**src/design/cln_ram.sv**
```systemverilog
// Generic single-port-write, single-port-read RAM with registered read data.
`timescale 1ns / 1ps
module cln_ram #(
	parameter int WIDTH = 8,
	parameter int DEPTH = 16
) (
	input  logic                                    clk,
	input  logic                                    we,
	input  logic [(DEPTH > 1 ? $clog2(DEPTH) : 1)-1:0] waddr,
	input  logic [WIDTH-1:0]                        wdata,
	input  logic [(DEPTH > 1 ? $clog2(DEPTH) : 1)-1:0] raddr,
	output logic [WIDTH-1:0]                        rdata
);
	logic [WIDTH-1:0] mem [DEPTH];

	always_ff @(posedge clk) begin
		if (we) mem[waddr] <= wdata;
		rdata <= mem[raddr];
	end
endmodule

```
**config.mk**
```make
export PLATFORM = sky130hd
export DESIGN_NAME = cln_ram
export DESIGN_NICKNAME = d
export VERILOG_FILES = /design/src/design/cln_ram.sv
export SDC_FILE = /design/constraint.sdc
export NUM_CORES = 1
export LEC_CHECK = 0
export BUFFER_PORTS_ARGS = -buffer_cell sky130_fd_sc_hd__buf_2
export CORE_MARGIN = 1
export CORE_UTILIZATION = 40
export DETAILED_ROUTE_END_ITERATION = 10
export GPL_TIMING_DRIVEN = 0
export PLACE_DENSITY = 0.65
export SLEW_MARGIN = 10
export SYNTH_ARGS = -nofsm -noshare
export SYNTH_HDL_FRONTEND = slang
export SYNTH_SLANG_ARGS = --single-unit
```
**constraint.sdc**
```tcl
create_clock -name clk -period 5.7 [get_ports clk]
set_input_delay 1.14 -clock clk [delete_from_list [all_inputs] [get_ports clk]]
set_output_delay 1.14 -clock clk [all_outputs]
set_load 0.01 [all_outputs]
```
==> flow_summary.yaml, run 1 <==
placed_design:
  io_buffers: 24
  dp_hpwl_um: 6140
  dp.cells: 425
  finalWeightedCongestion: 0.731
floorplanning:
  die_x_um: 115
  num_rows: 41
  dieArea_mm2: 0.0133
  coreArea_mm2: 0.0126
  start_util: 0.410
  ios: 26
  die_h_um: 115
global_route:
  first_global_vias: 2335
  overflow: 0
  groute.usage.overall: 0.166
  antenna_found_initial: 0
  grt_max_degree: 17
  grt_pass1_wl_um: 14600
drt:
  drt_iter0_drc: 184
  via_per_inst: 5.25
  wl_per_cell_um: 21.5
  drc: 0
  drt-pass1-iter-count: 4
  via_count: 2390
  ant_nets: 0
  drt_wl_total_um: 9770
clock_tree:
  cts_sinks: 136
  clk_path_buf_depth: 2
  clk-insertion-delay-late_ns: 0.42
  root_buffer: "clkbuf_16"
  path_clk_slew_ns: 0.05
  htreeDepth: 4
  cts_made_buffers: 17
  hold_buffers: 0
  ctsResizeCount: 0
  cts_tree: "built"
  cts_setup_buffers: 0
worst_setup_path:
  crit_type: "in2reg"
  critical_path_arrival_ns: 2.43
  endpoint_kind: "flop"
  required_ns: 5.74
  ff2ff_path_depth: 3
  cp.depth: 3
  start_kind: "input port"
  crit_path_max_incr_delay_ns: 0.64
  cp_cell_sequence: "buf_2 -> or3b_2 -> nor2_1"
  cp_max_fo: 8
  cp.buffers_inverters: 1
  crit_family: "simple AND/OR/NAND/NOR gates"
  cp_slowest_cell: "nor2_1"
synthesis:
  yosysUniqueCellTypes: 19
  synth_nets: 247
  syn_area_mm2: 0.00515
  ys_ff_latch: 136
  yosys_warnings: 0
  syn_inst: 229
  yosysSeqAreaShare: 0.778
  post_synth.cell_area_avg_um2: 22.5
worst_hold_path:
  hp-class: "reg2reg"
  holdPathStages: 3
layout:
  antennaDiodeCount: 0
  final_cells: 455
  final_common_cell: "edfxtp_1"
  synthToLayoutAreaGrowth_pct: 16.8
  drive_gt1_frac: 0.283
  fillers: 1028
  num-nets-final: 290
  final_cell_mix: "edfxtp_1, buf_2, mux4_2"
timing:
  setup_tns_ns: 0
  timing.fmax_ghz: 0.419
  drv_slew: 0
  final.min_clock_period_ns: 2.39
  rsz0062_at_grt: "no"
  clock_skew_ns: 0.0103
  maxSlewHeadroom: 0.215
  fin_crit_sh: 0.419
  hold_viol_final: 0
  tightest_slew_ns: 1.17
  finalSetupViolCount: 0
status:
  status: "complete, no violations"
power_and_ir_drop:
  leakagePower_nw: 1.98
  ir_drop_mv: 0.363
  power_density_mw_per_mm2: 365
  p_total_mw: 2.20
flow_run:
  drv_cap: 0
-- where the power goes --
group / internal, mW / switching [mW]
registers: 1.12 / 0.00490
clock network: 0.587 / 0.378
logic: 0.0444 / 0.0640
-- flip-flops by register name (all words and copies together), names as in the netlist --
name	cells
mem	128
rdata	8
-- final timing paths --
| check | from | end | slack [ns] |
|---|---|---|---|
| min | mem[3][3] | rdata[3] | 0.68 |
| max | waddr[2] | mem[3][1] | 3.31 |
| max reg2reg | mem[1][5] | rdata[5] | 4.28 |
| min reg2reg | mem[3][3] | rdata[3] | 0.68 |
-- cells in the mapped netlist --
library cell,count,share of area
edfxtp_1,128,0.75
or3b_2,1,0.0017
and2_1,1,0.0012
nand2_1,9,0.0066
mux4_2,18,0.079
clkdlybuf4s25_2,3,0.0058
buf_4,1,0.0015
nand3b_1,2,0.0029
nand3_1,1,0.00097
buf_2,3,0.0029
a22oi_1,16,0.023
buf_6,3,0.0066
mux4_1,14,0.071
nand2b_1,2,0.0024
nor3_1,4,0.0039
nor2b_1,1,0.0012
dfxtp_1,8,0.031
nor2_1,13,0.0095
and2b_1,1,0.0015
-- stage by stage --
stage / instance area [µm²] / setup WS (ns) / util / hold slack, ns
floorplan: 5150 / 3.07 / - / 0.629
global placement: 5480 / 2.48 / 0.436 / 0.668
detailed placement: 5490 / 2.86 / 0.437 / 0.680
CTS: 6010 / 3.29 / 0.478 / 0.693
global route: 6010 / 3.18 / 0.478 / 0.719
finish: 6010 / 3.31 / 0.478 / 0.683
-- cell families after synthesis --
kind of cell / count (synthesis) / share of synthesized area
AO/OA/AOI/OAI: 16 / 0.0233
buffers and inverters: 10 / 0.0168
flip-flops: 136 / 0.778
multiplexers: 32 / 0.150
AND/OR/NAND/NOR: 35 / 0.0318
-- routing by layer --
layer | track usage | vias up | share of wire
met3 | 0.0638 | 7 | 0.089
met1 | 0.224 | 1231 | 0.43
met4 | 0.0649 | 0 | 0.0089
li1 | - | 1057 | -
met2 | 0.246 | 95 | 0.48
met5 | 0 | - | 0
-- worst reg2reg max path: stages (launching register included) --
cell	delay [ns]
edfxtp_1	0.36
mux4_1	0.53
a22oi_1	0.32
nand2_1	0.10
-- area by class of cell --
| type | count | area [µm²] | area share |
|---|---|---|---|
| clock inverters | 10 | 82.6 | 0.0137 |
| repair buffers | 24 | 120 | 0.0200 |
| well taps | 172 | 215 | 0.0358 |
| plain buffers | 10 | 86.3 | 0.0144 |
| clock buffers | 20 | 437 | 0.0726 |
| multi-input cells | 83 | 1070 | 0.178 |
| flip-flops and latches | 136 | 4000 | 0.666 |
Note: power is estimated with default switching activity, not from simulation.
==> run 2: changes to the inputs <==
- PLACE_DENSITY: 0.65 -> 0.67
- clock period: 5.7 -> 2 ns (I/O delays scaled with it)
==> run 2 against run 1 <==
Against the previous run: worst hold slack lost 0.30 ns; final cell count grew 0.44%; utilization grew 0.59 points; wire length grew 1.3%; via count grew 2.1%; design area grew 1.2%; total power grew to 3.0 times the previous value; register-to-register slack lost 3.8 ns; global-route usage is essentially flat; sequential cell count is the same; worst setup slack lost 3.0 ns; largest cell class unchanged; largest power group unchanged.
==> flow_summary.yaml, run 2 (synthesis results as in run 1) <==
clock_tree:
  cts_sinks: 136
  cts_tree: "built"
  clk-insertion-delay-late_ns: 0.41
  hold_buffers: 0
  ctsResizeCount: 0
  clk_path_buf_depth: 2
  path_clk_slew_ns: 0.05
  cts_made_buffers: 17
  cts_setup_buffers: 0
  htreeDepth: 4
  root_buffer: "clkbuf_16"
drt:
  drc: 0
  drt-pass1-iter-count: 5
  ant_nets: 0
  via_per_inst: 5.34
  drt_iter0_drc: 212
  drt_wl_total_um: 9900
  wl_per_cell_um: 21.7
  via_count: 2440
global_route:
  grt_pass1_wl_um: 14800
  overflow: 0
  first_global_vias: 2440
  antenna_found_initial: 0
  grt_max_degree: 17
  groute.usage.overall: 0.166
layout:
  drive_gt1_frac: 0.295
  largest_register: "mem"
  final_cell_mix: "edfxtp_1, buf_2, mux4_2"
  post-route-util: 0.484
  final_common_cell: "edfxtp_1"
  largest_reg_flops: 128
  antennaDiodeCount: 0
  largestRegisters: "mem x128, rdata x8"
  synthToLayoutAreaGrowth_pct: 18.2
  num-nets-final: 290
flow_run:
  drv_cap: 0
power_and_ir_drop:
  power_density_mw_per_mm2: 1080
  ir_drop_mv: 0.532
  leakagePower_nw: 2.02
worst_setup_path:
  start_kind: "input port"
  ff2ff_path_depth: 3
  r2r_slack_ns: 0.52
  endpoint_kind: "flop"
  r2r-end: "rdata[0]"
  required_ns: 2.02
  critical_path_arrival_ns: 1.73
  r2r-start: "mem[5][0]"
  crit_type: "in2reg"
  cp_max_fo: 8
timing:
  setup_tns_ns: 0
  tightest_slew_ns: 1.20
  fin_crit_sh: 0.851
  timing.hold.ws_ns: 0.387
  finalSetupViolCount: 0
  clock_skew_ns: 0.00667
  final.min_clock_period_ns: 1.70
  timing.fmax_ghz: 0.588
  maxSlewHeadroom: 0.191
  drv_slew: 0
  hold_viol_final: 0
  rsz0062_at_grt: "no"
floorplanning:
  die_h_um: 115
  ios: 26
  die_x_um: 115
  start_util: 0.410
  dieArea_mm2: 0.0133
  num_rows: 41
  coreArea_mm2: 0.0126
placed_design:
  dp_hpwl_um: 6020
  io_buffers: 24
  finalWeightedCongestion: 0.700
worst_hold_path:
  worst_hold_path.endpoint: "mem[2][6]"
  hold_start: "wdata[6]"
  holdPathStages: 1
  hp-class: "in2reg"
status:
  status: "complete, no violations"
[run 2: metal layers]
layer  wire, µm  vias to the layer above  global-route usage
met2       4800                      103               0.246
met5          0                        -                   0
met1       4340                     1266               0.228
met3        678                        9              0.0591
li1           -                     1062                   -
met4         82                        0              0.0597
[run 2: how the worst max path moves through the flow]
stage               startpoint         to  slack (ns)  cells after the start
global placement      waddr[2]  mem[0][1]       -0.54                      3
detailed placement    waddr[2]  mem[8][1]       -0.20                      3
floorplan             waddr[2]  mem[0][0]        0.11                      2
finish                waddr[3]  mem[4][2]        0.30                      3
global route          waddr[2]  mem[1][1]        0.26                      3
CTS                   waddr[2]  mem[8][5]        0.23                      3
[run 2: layout make-up]
class                   instances  area, µm²
fillers                      1019       6480
flip-flops and latches        136       4000
multi-input cells              83       1070
clock buffers                  25        495
well taps                     172        215
repair buffers                 24        120
clock inverters                 7       92.6
plain buffers                  10       86.3
[run 2: report_power, final]
part	switching [mW]	internal (mW)	total (mW)
Combinational	0.182	0.127	0.309
Clock	1.10	1.96	3.06
Sequential	0.0141	3.19	3.20
Total	1.30	5.28	6.57
[run 2: stage by stage]
step,std cells,power [mW],worst slack (ns),cell area [µm²]
3_5_place_dp,425,3.57,-0.201,5490
2_1_floorplan,229,3.43,0.107,5150
5_1_grt,457,6.77,0.260,6090
6_report,457,6.57,0.298,6090
3_3_place_gp,425,3.56,-0.539,5480
4_1_cts,457,6.62,0.226,6080
[run 2: critical path: stages]
cell and delay [ns]:
buf_2 0.12, nand3b_1 0.25, nor3_1 0.96
